## config.mk

```make
export PLATFORM = sky130hd
export DESIGN_NAME = joint_fault_supervisor
export DESIGN_NICKNAME = d
export VERILOG_FILES = /design/src/design/jfs_pkg.sv /design/src/design/joint_fault_supervisor.sv /design/src/design/jfs_age_check.sv /design/src/design/jfs_drv_decode.sv
export SDC_FILE = /design/constraint.sdc
export NUM_CORES = 1
export LEC_CHECK = 0
export ABC_AREA = 0
export BUFFER_PORTS_ARGS = -buffer_cell sky130_fd_sc_hd__buf_2
export CELL_PAD_IN_SITES_DETAIL_PLACEMENT = 0
export CELL_PAD_IN_SITES_GLOBAL_PLACEMENT = 1
export CORE_MARGIN = 2
export CORE_UTILIZATION = 35
export CTS_CLUSTER_SIZE = 40
export DETAILED_ROUTE_END_ITERATION = 16
export PLACE_DENSITY_LB_ADDON = 0.1
export SETUP_SLACK_MARGIN = 0.2
export SLEW_MARGIN = 25
export SYNTH_ARGS = -nofsm -noshare
export SYNTH_HDL_FRONTEND = slang
export SYNTH_SLANG_ARGS = --single-unit
export TNS_END_PERCENT = 50
```

## constraint.sdc

```tcl
create_clock -name clk -period 4.8 [get_ports clk]
set_input_delay 0.48 -clock clk [delete_from_list [all_inputs] [get_ports clk]]
set_output_delay 0.48 -clock clk [all_outputs]
set_load 0.02 [all_outputs]
```

## src/design/jfs_pkg.sv

```systemverilog
// ----------------------------------------------------------------------------
// jfs_pkg
// shared types, codes and helpers for the joint fault supervisor
// ----------------------------------------------------------------------------
package jfs_pkg;

    // event codes carried in a request
    typedef enum logic [2:0] {
        CMD_START     = 3'd0,
        CMD_HEARTBEAT = 3'd1,
        CMD_VELOCITY  = 3'd2,
        CMD_EVALUATE  = 3'd3,
        CMD_ACK       = 3'd4
    } cmd_e_t;

    // link watchdog status
    typedef enum logic [1:0] {
        LINK_STARTING = 2'd0,
        LINK_ONLINE   = 2'd1,
        LINK_OFFLINE  = 2'd2
    } link_status_t;

    // configuration register indexes
    localparam logic [1:0] CFG_HB_TIMEOUT   = 2'd0;
    localparam logic [1:0] CFG_GRACE        = 2'd1;
    localparam logic [1:0] CFG_CMD_TIMEOUT  = 2'd2;
    localparam logic [1:0] CFG_CRIT_MASK    = 2'd3;

    localparam logic [15:0] HB_TIMEOUT_RST  = 16'd2500;
    localparam logic [15:0] GRACE_RST       = 16'd5000;
    localparam logic [15:0] CMD_TIMEOUT_RST = 16'd1000;
    localparam logic [7:0]  CRIT_MASK_RST   = 8'd28;

    // driver error codes
    localparam logic [2:0] DRV_NONE        = 3'd0;
    localparam logic [2:0] DRV_COMM        = 3'd1;
    localparam logic [2:0] DRV_RB_DISABLED = 3'd2;
    localparam logic [2:0] DRV_RB_ENABLED  = 3'd3;
    localparam logic [2:0] DRV_CONFIG      = 3'd4;
    localparam logic [2:0] DRV_CRITICAL    = 3'd5;

    // snapshot flag bit positions
    localparam int FLG_UNDERVOLT  = 0;
    localparam int FLG_OTWARN     = 1;
    localparam int FLG_OVERTEMP   = 2;
    localparam int FLG_SHORT_GND  = 3;
    localparam int FLG_SHORT_SUP  = 4;
    localparam int FLG_DRV_ERROR  = 5;

    // fault bit positions
    localparam int F_COMM       = 0;
    localparam int F_READBACK   = 1;
    localparam int F_CONFIG     = 2;
    localparam int F_UNDERVOLT  = 3;
    localparam int F_OTWARN     = 4;
    localparam int F_OVERTEMP   = 5;
    localparam int F_SHORT      = 6;
    localparam int F_CRITICAL   = 7;
    localparam int F_CMDTIMEOUT = 8;
    localparam int F_LOGUNAVAIL = 9;
    localparam int F_LOGWRITE   = 10;

    localparam int FAULT_BITS = 11;
    localparam int DRV_BITS   = 8;

    localparam logic [FAULT_BITS-1:0] LEVEL_MASK = 11'h0EF;

    // stop causes
    localparam logic [2:0] CAUSE_NONE     = 3'd0;
    localparam logic [2:0] CAUSE_NET_OFF  = 3'd1;
    localparam logic [2:0] CAUSE_CTRL_OFF = 3'd2;
    localparam logic [2:0] CAUSE_CMD_TO   = 3'd3;
    localparam logic [2:0] CAUSE_DRIVER   = 3'd4;

    // severity levels
    localparam logic [1:0] LVL_NOMINAL  = 2'd0;
    localparam logic [1:0] LVL_WARNING  = 2'd1;
    localparam logic [1:0] LVL_DEGRADED = 2'd2;
    localparam logic [1:0] LVL_FAULT    = 2'd3;

    typedef struct packed {
        logic [2:0]  command;
        logic [31:0] now_ms;
        logic        sent_by_ctrl;
        logic        velocity_active;
        logic [2:0]  driver_error;
        logic [7:0]  snapshot_flags;
        logic        log_available;
        logic        log_write_ok;
    } jfs_req_t;

    typedef struct packed {
        logic                  halt_pulse;
        logic [FAULT_BITS-1:0] active_fault_bits;
        logic [FAULT_BITS-1:0] latched_fault_bits;
        logic [1:0]            fault_level;
        logic [1:0]            network_status;
        logic [1:0]            controller_status;
        logic [2:0]            stop_cause;
        logic                  log_request;
        logic [1:0]            log_fault_bits;
        logic                  remote_motion_ok;
    } jfs_rsp_t;

    // severity from the fault words and link states
    function automatic logic [1:0] fault_level_of(
        input logic [FAULT_BITS-1:0] active,
        input logic [FAULT_BITS-1:0] latched,
        input link_status_t          net,
        input link_status_t          ctrl
    );
        logic [1:0] lvl;
        if ((active & LEVEL_MASK) != '0)
            lvl = LVL_FAULT;
        else if (net == LINK_OFFLINE || ctrl == LINK_OFFLINE ||
                 active[F_LOGUNAVAIL] || active[F_LOGWRITE])
            lvl = LVL_DEGRADED;
        else if (latched[F_CMDTIMEOUT] || active[F_OTWARN])
            lvl = LVL_WARNING;
        else
            lvl = LVL_NOMINAL;
        return lvl;
    endfunction

endpackage

```

## src/design/joint_fault_supervisor.sv

```systemverilog
// ----------------------------------------------------------------------------
// joint_fault_supervisor
// heartbeat and command watchdogs, driver fault decode and severity for one joint
// ----------------------------------------------------------------------------
// pipeline: an accepted request is held in the input register, then its result
//   in the result register; all event work sits between the two
// throughput: one request per cycle while the result side is not held; state is
//   updated as a request leaves the input register, so the next request sees it
// reset: rst_n async active low clears all state, links go to starting,
//   timeout and mask registers return to their defaults
module joint_fault_supervisor #(
    parameter int TIME_BITS = 32
) (
    input  logic              clk,
    input  logic              rst_n,
    // request channel
    input  logic              item_valid,
    output logic              item_ready,
    input  jfs_pkg::jfs_req_t item,
    // result channel
    output logic              result_valid,
    input  logic              result_ready,
    output jfs_pkg::jfs_rsp_t result,
    // configuration writes
    input  logic              cfg_we,
    input  logic [1:0]        cfg_index,
    input  logic [15:0]       cfg_data
);
    import jfs_pkg::*;

    // ------------------------------------------------------------------
    // configuration registers
    // ------------------------------------------------------------------
    logic [15:0] hb_timeout_reg;
    logic [15:0] grace_reg;
    logic [15:0] cmd_timeout_reg;
    logic [7:0]  crit_mask_reg;

    always_ff @(posedge clk or negedge rst_n)
    begin
        if (!rst_n)
        begin
            hb_timeout_reg  <= HB_TIMEOUT_RST;
            grace_reg       <= GRACE_RST;
            cmd_timeout_reg <= CMD_TIMEOUT_RST;
            crit_mask_reg   <= CRIT_MASK_RST;
        end
        else if (cfg_we)
        begin
            unique case (cfg_index)
                CFG_HB_TIMEOUT:  hb_timeout_reg  <= cfg_data;
                CFG_GRACE:       grace_reg       <= cfg_data;
                CFG_CMD_TIMEOUT: cmd_timeout_reg <= cfg_data;
                CFG_CRIT_MASK:   crit_mask_reg   <= cfg_data[7:0];
                default:         ;
            endcase
        end
    end

    // ------------------------------------------------------------------
    // pipeline control: input register -> result register
    // ------------------------------------------------------------------
    logic     req_valid_reg;
    jfs_req_t req_reg;
    logic     result_valid_reg;
    jfs_rsp_t result_reg;
    jfs_rsp_t result_next;
    logic     result_free;
    logic     step;

    // result register can take a new value when empty or being drained
    assign result_free = !result_valid_reg || result_ready;
    // the held request is processed when the result side has room
    assign step        = req_valid_reg && result_free;
    // input register frees when its request moves on this cycle
    assign item_ready  = !req_valid_reg || result_free;

    always_ff @(posedge clk or negedge rst_n)
    begin
        if (!rst_n)
            req_valid_reg <= 1'b0;
        else if (item_ready)
            req_valid_reg <= item_valid;
    end

    always_ff @(posedge clk)
    begin
        if (item_ready && item_valid)
            req_reg <= item;
    end

    always_ff @(posedge clk or negedge rst_n)
    begin
        if (!rst_n)
            result_valid_reg <= 1'b0;
        else if (result_free)
            result_valid_reg <= step;
    end

    always_ff @(posedge clk)
    begin
        if (step)
            result_reg <= result_next;
    end

    assign result_valid = result_valid_reg;
    assign result       = result_reg;

    // ------------------------------------------------------------------
    // supervisor state
    // ------------------------------------------------------------------
    logic [TIME_BITS-1:0]  start_time_reg,     start_time_next;
    logic [TIME_BITS-1:0]  hb_time_reg,        hb_time_next;
    logic                  hb_heard_reg,       hb_heard_next;
    logic [TIME_BITS-1:0]  ctrl_time_reg,      ctrl_time_next;
    logic                  ctrl_heard_reg,     ctrl_heard_next;
    link_status_t          net_status_reg,     net_status_next;
    link_status_t          ctrl_status_reg,    ctrl_status_next;
    logic                  vel_live_reg,       vel_live_next;
    logic [TIME_BITS-1:0]  vel_time_reg,       vel_time_next;
    logic [FAULT_BITS-1:0] active_reg,         active_next;
    logic [FAULT_BITS-1:0] latched_reg,        latched_next;
    logic [1:0]            prev_pers_reg,      prev_pers_next;
    logic                  log_wr_failed_reg,  log_wr_failed_next;
    logic [2:0]            cause_reg,          cause_next;
    logic [1:0]            level_reg,          level_next;

    always_ff @(posedge clk or negedge rst_n)
    begin
        if (!rst_n)
        begin
            start_time_reg    <= '0;
            hb_time_reg       <= '0;
            hb_heard_reg      <= 1'b0;
            ctrl_time_reg     <= '0;
            ctrl_heard_reg    <= 1'b0;
            net_status_reg    <= LINK_STARTING;
            ctrl_status_reg   <= LINK_STARTING;
            vel_live_reg      <= 1'b0;
            vel_time_reg      <= '0;
            active_reg        <= '0;
            latched_reg       <= '0;
            prev_pers_reg     <= '0;
            log_wr_failed_reg <= 1'b0;
            cause_reg         <= CAUSE_NONE;
            level_reg         <= LVL_NOMINAL;
        end
        else if (step)
        begin
            start_time_reg    <= start_time_next;
            hb_time_reg       <= hb_time_next;
            hb_heard_reg      <= hb_heard_next;
            ctrl_time_reg     <= ctrl_time_next;
            ctrl_heard_reg    <= ctrl_heard_next;
            net_status_reg    <= net_status_next;
            ctrl_status_reg   <= ctrl_status_next;
            vel_live_reg      <= vel_live_next;
            vel_time_reg      <= vel_time_next;
            active_reg        <= active_next;
            latched_reg       <= latched_next;
            prev_pers_reg     <= prev_pers_next;
            log_wr_failed_reg <= log_wr_failed_next;
            cause_reg         <= cause_next;
            level_reg         <= level_next;
        end
    end

    // ------------------------------------------------------------------
    // watchdog compares and driver decode
    // ------------------------------------------------------------------
    logic [TIME_BITS-1:0] now_t;
    logic                 net_hb_expired;
    logic                 grace_expired;
    logic                 ctrl_hb_expired;
    logic                 vel_expired;
    logic [DRV_BITS-1:0]  drv_faults;

    // timestamps live in TIME_BITS, the port is 32 bits
    assign now_t = TIME_BITS'(req_reg.now_ms);

    jfs_age_check #(.TIME_BITS(TIME_BITS)) u_net_age (
        .now     (now_t),
        .stamp   (hb_time_reg),
        .limit   (hb_timeout_reg),
        .expired (net_hb_expired)
    );

    jfs_age_check #(.TIME_BITS(TIME_BITS)) u_grace_age (
        .now     (now_t),
        .stamp   (start_time_reg),
        .limit   (grace_reg),
        .expired (grace_expired)
    );

    jfs_age_check #(.TIME_BITS(TIME_BITS)) u_ctrl_age (
        .now     (now_t),
        .stamp   (ctrl_time_reg),
        .limit   (hb_timeout_reg),
        .expired (ctrl_hb_expired)
    );

    jfs_age_check #(.TIME_BITS(TIME_BITS)) u_vel_age (
        .now     (now_t),
        .stamp   (vel_time_reg),
        .limit   (cmd_timeout_reg),
        .expired (vel_expired)
    );

    jfs_drv_decode u_drv_decode (
        .driver_error   (req_reg.driver_error),
        .snapshot_flags (req_reg.snapshot_flags),
        .crit_mask      (crit_mask_reg),
        .drv_faults     (drv_faults)
    );

    // ------------------------------------------------------------------
    // event handling
    // ------------------------------------------------------------------
    logic       stop;
    logic       log_req;
    logic [1:0] log_bits;
    logic [1:0] pers;
    logic [1:0] fresh;
    logic       faults_clear;

    // driver-level faults were clear before this request
    assign faults_clear = (active_reg & LEVEL_MASK) == '0;

    always_comb
    begin
        start_time_next    = start_time_reg;
        hb_time_next       = hb_time_reg;
        hb_heard_next      = hb_heard_reg;
        ctrl_time_next     = ctrl_time_reg;
        ctrl_heard_next    = ctrl_heard_reg;
        net_status_next    = net_status_reg;
        ctrl_status_next   = ctrl_status_reg;
        vel_live_next      = vel_live_reg;
        vel_time_next      = vel_time_reg;
        active_next        = active_reg;
        latched_next       = latched_reg;
        prev_pers_next     = prev_pers_reg;
        log_wr_failed_next = log_wr_failed_reg;
        cause_next         = cause_reg;
        level_next         = level_reg;
        stop               = 1'b0;
        log_req            = 1'b0;
        log_bits           = '0;
        pers               = '0;
        fresh              = '0;

        unique case (req_reg.command)
            CMD_START:
            begin
                start_time_next  = now_t;
                net_status_next  = LINK_STARTING;
                ctrl_status_next = LINK_STARTING;
                if (!req_reg.log_available)
                begin
                    active_next[F_LOGUNAVAIL]  = 1'b1;
                    latched_next[F_LOGUNAVAIL] = 1'b1;
                end
                level_next = fault_level_of(active_next, latched_next,
                                            net_status_next, ctrl_status_next);
            end

            CMD_HEARTBEAT:
            begin
                // heartbeat does not refresh the level
                hb_heard_next   = 1'b1;
                hb_time_next    = now_t;
                net_status_next = LINK_ONLINE;
                if (req_reg.sent_by_ctrl)
                begin
                    ctrl_heard_next  = 1'b1;
                    ctrl_time_next   = now_t;
                    ctrl_status_next = LINK_ONLINE;
                end
            end

            CMD_VELOCITY:
            begin
                vel_live_next = req_reg.velocity_active;
                vel_time_next = now_t;
            end

            CMD_EVALUATE:
            begin
                // network watchdog: heartbeat age, or startup grace if never heard
                if (hb_heard_reg ? net_hb_expired : grace_expired)
                    net_status_next = LINK_OFFLINE;
                if (net_status_reg != LINK_OFFLINE && net_status_next == LINK_OFFLINE)
                begin
                    stop = 1'b1;
                    if (faults_clear)
                        cause_next = CAUSE_NET_OFF;
                end

                // controller watchdog only once the controller has spoken
                if (ctrl_heard_reg)
                begin
                    if (ctrl_hb_expired)
                        ctrl_status_next = LINK_OFFLINE;
                    if (ctrl_status_reg == LINK_ONLINE && ctrl_status_next == LINK_OFFLINE)
                    begin
                        stop = 1'b1;
                        if (faults_clear)
                            cause_next = CAUSE_CTRL_OFF;
                    end
                end

                // velocity command watchdog, latched only
                if (vel_live_reg && vel_expired)
                begin
                    stop                       = 1'b1;
                    latched_next[F_CMDTIMEOUT] = 1'b1;
                    cause_next                 = CAUSE_CMD_TO;
                end

                // refresh driver faults, keep the upper bits
                active_next[DRV_BITS-1:0] = drv_faults;
                if (((active_next & LEVEL_MASK) != '0) && faults_clear)
                    cause_next = CAUSE_DRIVER;

                // log bits are sticky until reset
                if (!req_reg.log_available)
                    active_next[F_LOGUNAVAIL] = 1'b1;
                if (log_wr_failed_reg)
                    active_next[F_LOGWRITE] = 1'b1;
                latched_next = latched_next | active_next;

                // rising edge of overtemp / short asks for a log record
                pers           = {active_next[F_SHORT], active_next[F_OVERTEMP]};
                fresh          = pers & ~prev_pers_reg;
                prev_pers_next = pers;
                if (fresh != '0)
                begin
                    log_req  = 1'b1;
                    log_bits = fresh;
                    if (!req_reg.log_write_ok)
                    begin
                        log_wr_failed_next       = 1'b1;
                        active_next[F_LOGWRITE]  = 1'b1;
                        latched_next[F_LOGWRITE] = 1'b1;
                    end
                end

                level_next = fault_level_of(active_next, latched_next,
                                            net_status_next, ctrl_status_next);
                // any stop event also kills the live velocity command
                if (stop)
                    vel_live_next = 1'b0;
            end

            CMD_ACK:
            begin
                // drop latched faults that are no longer active
                latched_next = latched_reg & active_reg;
                level_next   = fault_level_of(active_reg, latched_next,
                                              net_status_reg, ctrl_status_reg);
            end

            default:
                ;
        endcase
    end

    always_comb
    begin
        result_next.halt_pulse         = stop;
        result_next.active_fault_bits  = active_next;
        result_next.latched_fault_bits = latched_next;
        result_next.fault_level        = level_next;
        result_next.network_status     = net_status_next;
        result_next.controller_status  = ctrl_status_next;
        result_next.stop_cause         = cause_next;
        result_next.log_request        = log_req;
        result_next.log_fault_bits     = log_bits;
        result_next.remote_motion_ok   = ctrl_status_next == LINK_ONLINE;
    end

    // ------------------------------------------------------------------
    // checks
    // ------------------------------------------------------------------
    // stall only when both stages are full and the result is held
    assert property (@(posedge clk) disable iff (!rst_n)
        !item_ready |-> (req_valid_reg && result_valid_reg && !result_ready))
        else $error("request side stalled without a full pipeline");

    // only an evaluate can produce a stop or a log request
    assert property (@(posedge clk) disable iff (!rst_n)
        (step && req_reg.command != CMD_EVALUATE) |=>
            (!result_reg.halt_pulse && !result_reg.log_request))
        else $error("stop or log request outside evaluate");

    // after an evaluate every active fault is also latched
    assert property (@(posedge clk) disable iff (!rst_n)
        (step && req_reg.command == CMD_EVALUATE) |=>
            ((result_reg.active_fault_bits & ~result_reg.latched_fault_bits) == '0))
        else $error("active fault missing from latched word");

    // a log request always names at least one new fault
    assert property (@(posedge clk) disable iff (!rst_n)
        (result_valid && result.log_request) |-> (result.log_fault_bits != 2'd0))
        else $error("log request without fault bits");

endmodule

```

## src/design/jfs_age_check.sv

```systemverilog
// ----------------------------------------------------------------------------
// jfs_age_check
// wrapping age of a timestamp compared against a millisecond limit
// ----------------------------------------------------------------------------
module jfs_age_check #(
    parameter int TIME_BITS = 32
) (
    input  logic [TIME_BITS-1:0] now,
    input  logic [TIME_BITS-1:0] stamp,
    input  logic [15:0]          limit,
    output logic                 expired
);
    logic [TIME_BITS-1:0] age;

    // modulo 2^TIME_BITS difference
    assign age     = now - stamp;
    assign expired = age >= TIME_BITS'(limit);
endmodule

```

## src/design/jfs_drv_decode.sv

```systemverilog
// ----------------------------------------------------------------------------
// jfs_drv_decode
// driver error code and snapshot flags to driver fault bits
// ----------------------------------------------------------------------------
module jfs_drv_decode (
    input  logic [2:0]                 driver_error,
    input  logic [7:0]                 snapshot_flags,
    input  logic [7:0]                 crit_mask,
    output logic [jfs_pkg::DRV_BITS-1:0] drv_faults
);
    import jfs_pkg::*;

    always_comb
    begin
        drv_faults = '0;
        case (driver_error) inside
            DRV_COMM:
                drv_faults[F_COMM] = 1'b1;
            DRV_RB_DISABLED, DRV_RB_ENABLED:
                drv_faults[F_READBACK] = 1'b1;
            DRV_CONFIG:
                drv_faults[F_CONFIG] = 1'b1;
            DRV_CRITICAL:
                // some flags already explain the critical code
                if ((snapshot_flags & crit_mask) == '0)
                    drv_faults[F_CRITICAL] = 1'b1;
            default:
                ;
        endcase
        if (snapshot_flags[FLG_UNDERVOLT])
            drv_faults[F_UNDERVOLT] = 1'b1;
        if (snapshot_flags[FLG_OTWARN])
            drv_faults[F_OTWARN] = 1'b1;
        if (snapshot_flags[FLG_OVERTEMP])
            drv_faults[F_OVERTEMP] = 1'b1;
        if (snapshot_flags[FLG_SHORT_GND] || snapshot_flags[FLG_SHORT_SUP])
            drv_faults[F_SHORT] = 1'b1;
        if (snapshot_flags[FLG_DRV_ERROR] && !snapshot_flags[FLG_OVERTEMP] &&
            !snapshot_flags[FLG_SHORT_GND] && !snapshot_flags[FLG_SHORT_SUP])
            drv_faults[F_CRITICAL] = 1'b1;
    end
endmodule
```

**After elaboration in Yosys (flattened, before gate mapping)**

Index checks and enable logic that the tools add are counted.

- $add $sub $neg: 4
- Order comparisons: 4
- Eq/ne operators: 21
- Mux-type cells: 72
- Bitwise operators: 6
- Reductions and logical operators: 48

Operators with widths:

| kind | number |
|---|---|
| $ge 32x16->1 | 4 |
| $sub 32x32->32 | 4 |
| $mux 1 | 41 |
| $mux 2 | 14 |
| $mux 3 | 8 |
| $reduce_bool 11->1 | 2 |
| $pmux 2 s3 | 3 |
| $pmux 9 s2 | 1 |
| $reduce_and 2->1 | 9 |
| $eq 2x2->1 const B | 7 |
| $logic_or 1x1->1 | 13 |
| $eq 3x2->1 const B | 4 |
| $and 11x11->11 | 1 |
| $logic_not 11->1 | 1 |
| $or 11x11->11 | 1 |
| $eq 3x3->1 const B | 3 |
| $logic_and 1x1->1 | 9 |
| $and 8x8->8 | 1 |
| $logic_not 8->1 | 1 |
| $mux 8 | 1 |
| $eq 2x1->1 const B | 3 |
| $eq 3x1->1 const B | 2 |
| $pmux 1 s2 | 3 |
| $reduce_and 3->1 | 2 |
| other kinds (12) | 17 |

- Register bits after elaboration: 307
- Logic and storage cells: 194

**Longest topological paths before layout**

- Depth in word-level cells: 14
- Mapped depth: 21
- Mapped depth without buffers: 21

**Modules after synthesis**

A second synthesis with hierarchy kept.

- Cell total of the unflattened synthesis: 2284
- Area total of the unflattened synthesis: 21698.3 um^2

Modules (own cells, without submodules):

| module | times used | cells each | area an instance (um^2) |
|---|---|---|---|
| joint_fault_supervisor | 1 | 833 | 11690.0 |
| jfs_age_check at u_net_age ... | 2 | 373 | 2612.5 |
| jfs_age_check at u_grace_age | 1 | 342 | 2362.3 |
| jfs_age_check at u_ctrl_age | 1 | 348 | 2304.7 |
| jfs_drv_decode | 1 | 15 | 116.4 |

**Worst setup path after synthesis**

No wires, ideal clock.

- Path type: register to register
- Start point: reg req_reg (netlist bit now_t[0])
- End point: reg result_reg (netlist bit result[11]) (data pin)
- Arrival time: 4.932 ns
- Data required time: 4.527 ns
- Path slack: -0.405 ns
- Stages on the path, launching flop included: 22
- Cell sequence: edfxtp_1 > inv_1 > ha_1 > inv_1 > fa_1 > a21o_1 > a221oi_2 > o211a_1 > o21ai_0 > xor2_1 > ha_1 > nand4_1 > nor2_1 > a221o_1 > or4_1 > a2111oi_2 > nand3_1 > a2111oi_2 > nand4_1 > o41a_1 > o311ai_1 > a22oi_1

- Cells in the longest elaborated chain, start to end: 14
- Elaborated cells between the ends (all ways): 30
- Classes of those cells: add/sub: 4; order compare: 4; eq/ne: 2; mux: 14; bitwise: 1; reduce/logical: 5

RTL lines:

| item | line | text |
|---|---|---|
| start, declared | joint_fault_supervisor.sv:64 | `jfs_req_t req_reg;` |
| start signal, assigned | joint_fault_supervisor.sv:89 | `req_reg <= item;` |
| $sub 32x32->32 | jfs_age_check.sv:16 | `assign age = now - stamp;` |
| $ge 32x16->1 | jfs_age_check.sv:17 | `assign expired = age >= TIME_BITS'(limit);` |
| $mux 2 | joint_fault_supervisor.sv:302 | `if (ctrl_hb_expired)` |
| $mux 2 | joint_fault_supervisor.sv:300 | `if (ctrl_heard_reg)` |
| $mux 2 | joint_fault_supervisor.sv:252 | `unique case (req_reg.command)` |
| $mux 2 | joint_fault_supervisor.sv:300 |  |
| $mux 2 | joint_fault_supervisor.sv:252 |  |
| $eq 2x2->1 | jfs_pkg.sv:115 | `else if (net == LINK_OFFLINE \|\| ctrl == LINK_OFFLINE \|\|` |
| $logic_or 1x1->1 (2 in a row) | jfs_pkg.sv:115 |  |
| $logic_or 1x1->1 | jfs_pkg.sv:116 | `active[F_LOGUNAVAIL] \|\| active[F_LOGWRITE])` |
| $mux 2 (*) | jfs_pkg.sv:115 |  |
| $mux 2 (*) | jfs_pkg.sv:113 | `if ((active & LEVEL_MASK) != '0)` |
| $pmux 2 s3 (*) | joint_fault_supervisor.sv:252 |  |
| net level_next[0] | joint_fault_supervisor.sv:126 | `logic [1:0] level_reg, level_next;` |
| end signal, assigned | joint_fault_supervisor.sv:103 | `result_reg <= result_next;` |
| end, declared | joint_fault_supervisor.sv:66 | `jfs_rsp_t result_reg;` |

The timed path passes the listed nets; every way through them passes the cells marked *. The select of a mux whose other input is x is not followed.
A chain may end at the register's enable or synchronous reset.

**Final worst setup path**

Same ends and word-level chain as after synthesis.

==> metrics.csv <==
metric,value,unit
Root Buffer Master,clkbuf_16,
Die Ht,254,um
"Arr. time, crit path",5.38,ns
fmax,0.198,GHz
Post-synth ARST share,72.3,%
"count leader, synth",nand2_1,
max-slew violation count,0,
Yosys cell types,99,
Initial Util,35.4,%
chip width,254,um
layout cells sized above 1,25.6,%
Slew @ Worst Pin,0.977,ns
Critical Path End,result[11],
Max IR drop VDD,0.309,mV
multiplexer share of the synthesized area,6.13,%
largest net degree at the start of global routing,98,
GPL Wtd Cong,0.976,
Pwr Total,14.2,mW
area of the multi-input gates,0.0128,mm2
Finish-stage setup viols,14,
#FFs+latches synth,307,
Leak,12.2,nW
CTS sink cnt,307,
reg2reg path depth,22,
Final #Nets,3069,
YS warnings,0,
Max clock buf depth,3,
RR Startpoint,now_t[0],
Post-Synth XOR/XNOR Area,3.26,%
vias in the first global route,19400,
TritonRoute pass-1 iters,5,
"Avg Cell Area, Syn",9.04,um2
Post-synth EDFFs,85,
drt drc,0,
number of diodes,0,
final worst-path cycle share,105,%
core area,0.0617,mm2
Hold Startpoint,item[8],
Slew HR,34.7,%
syn_nets,2678,
worst r2r dst,result[11],
row count,91,
Port Buffers,109,
vias,19400,
Fin. Hold Viols,0,
remaining global-route overflow,0,
average routed wire per standard cell,20.7,um
WP data required,5.13,ns
die area,0.0644,mm2
Synth area leader,dfrtp_1,
FF-to-FF setup slack,-0.26,ns
Worst Skew,0.0242,ns
antenna-violating nets left,0,
Hold Crit Class,primary input to flip-flop,
GRT Resource Usage Total,23.7,%
Post-Place Worst Slack,-0.538,ns
H-tree depth,2,
hold path cells,1,
Min Hold Slack,0.0656,ns
area fraction in compound gates after synthesis,20.5,%
clk_lat worst skew,0.59,ns
initial antenna violation count,2,
via/cell ratio,5.29,
CTS tree,yes,
CP startpoint,now_t[0],
HPWL Detailed,60.1,mm
Post-Synth Adder-Cell Area,11.1,%
setup ws final,-0.256,ns
synthesized area,0.0218,mm2
Num CTS Buffers,41,
startpoint types,flip-flop,
CP Class,flip-flop to flip-flop,
Pwr Density,520,mW/mm2
RSZ-0062 raised after global routing,true,
"Primary FF master, synth",dfrtp_1,
Routed WL,76.1,mm
Synth Instances,2413,
status,"complete, but fails checks",
I/O pins,111,
drt initial violations,1254,
CP endpoint kind,flip-flop,
largest family of logic cells by synthesized area,compound AO/OA/AOI/OAI gates,
Synth area leaders,"dfrtp_1 23%, edfxtp_1 12%, ha_1 11%",
Layout area overhead,24.8,%
post-synthesis sequential area ratio,37.3,%
minimum clock period,5.06,ns
Clock transition at path regs,0.06,ns
Max Cap Violations,0,
Commonest cells post-synth,"283 x nand2_1, 214 x inv_1, 203 x dfrtp_1, 199 x o21ai_0, 198 x a21oi_1",
CP Max Fanout,4,
post-synthesis simple-gate area fraction,15.9,%
failing checks,negative setup slack,
Yosys top cell area share,23.3,%
Fill cells,6181,
Reg area,0.00813,mm2
max reg flops,35,
first-pass GRT wire length,117,mm
-- power by group --
part | switching, mW | total (mW) | internal, mW
Combinational | 4.17 | 7.46 | 3.29
Sequential | 0.293 | 3.58 | 3.29
Clock | 1.26 | 3.14 | 1.88
-- how the worst min path moves through the flow --
stage | to | slack, ns
global route | req_reg[14] | 0.05
detailed placement | log_wr_failed_reg | 0.46
CTS | req_reg[8] | 0.03
finish | req_reg[8] | 0.07
floorplan | active_reg[0] | 0.18
global placement | log_wr_failed_reg | 0.44
-- metal layers --
metal  global-route usage, %  vias to the layer above  share of wire [%]
li1                        -                     9516                  -
met1                    34.8                     9487                 50
met2                    37.7                      368                 45
met3                    2.71                       75                3.8
met4                    4.52                        0                1.6
met5                       0                        -                  0
-- stage by stage --
step	TNS, ns	instances	utilization [%]	area, um2
3_3_place_gp	-6.84	3576	41.0	25300
3_5_place_dp	-8.09	3577	41.1	25300
2_1_floorplan	-0.145	2413	-	21900
5_1_grt	-7.94	3674	44.1	27200
4_1_cts	-2.76	3672	44.0	27100
6_report	-2.36	3674	44.1	27200
-- layout by cell type, fill, tap and decap left out, types with 11 or more instances in the layout --
master       n
clkbuf_16   43
dfrtp_1    203
nand2b_1    31
dfstp_2     19
mux2i_1     11
nand4_1     44
mux2_2     109
a21oi_1    185
a211oi_1    16
nor3_1      40
nand3_1     43
and2_1      19
inv_1      210
edfxtp_1    85
xnor2_1     48
xor2_1      29
o211ai_1    28
a21o_1      47
o21ai_0    190
nand3b_1    12
ha_1       181
o21ai_1     13
buf_2      108
nor2_1     122
o21a_1      27
nor2b_1     16
buf_4      314
and3_1      12
nand2_1    281
a21oi_2     14
a31oi_1     15
nor4_1      17
o21bai_1    19
clkbuf_1    12
-- final cells by class --
| type | instances | share of cell area [%] |
|---|---|---|
| Timing Repair Buffer | 432 | 11.2 |
| Tap cell | 837 | 3.84 |
| Multi-Input combinational cell | 1808 | 47.1 |
| Sequential cell | 307 | 29.8 |
| Clock buffer | 59 | 4.32 |
| Inverter | 214 | 2.95 |
| Clock inverter | 17 | 0.776 |
-- cells by family after synthesis --
| kind of cell | count (synthesis) |
|---|---|
| simple gates | 715 |
| compound gates | 701 |
| flops | 307 |
| buf+inv | 298 |
| fa+ha+maj | 192 |
| mux | 120 |
| xor+xnor | 79 |
| other cells | 1 |
-- critical path: stages (launching register included) --
cell and delay (ns):
edfxtp_1 0.39, inv_2 0.09, ha_4 0.13, inv_2 0.03, fa_2 0.34, a21o_1 0.22
a221oi_2 0.27, buf_4 0.17, o211a_4 0.19, o21ai_2 0.08, xor2_1 0.15, ha_1 0.28
nand4_1 0.13, nor2_2 0.06, a221o_1 0.29, or4_4 0.43, a2111oi_4 0.19, nand3_1 0.12
a2111oi_2 0.24, nand4_1 0.16, o41a_1 0.40, o311ai_2 0.31, a22oi_1 0.13
-- repair_timing --
| item | 4_1_cts | 5_1_grt |
|---|---|---|
| setup endpoints to repair | 23 | 23 |
| hold endpoints to repair | 70 | 0 |
| gates resized for setup | 62 | 16 |
| setup buffers | 18 | 2 |
| pin swaps | 49 | 11 |
| hold buffers | 1 | 0 |
Note: power is estimated with default switching activity, not from simulation.
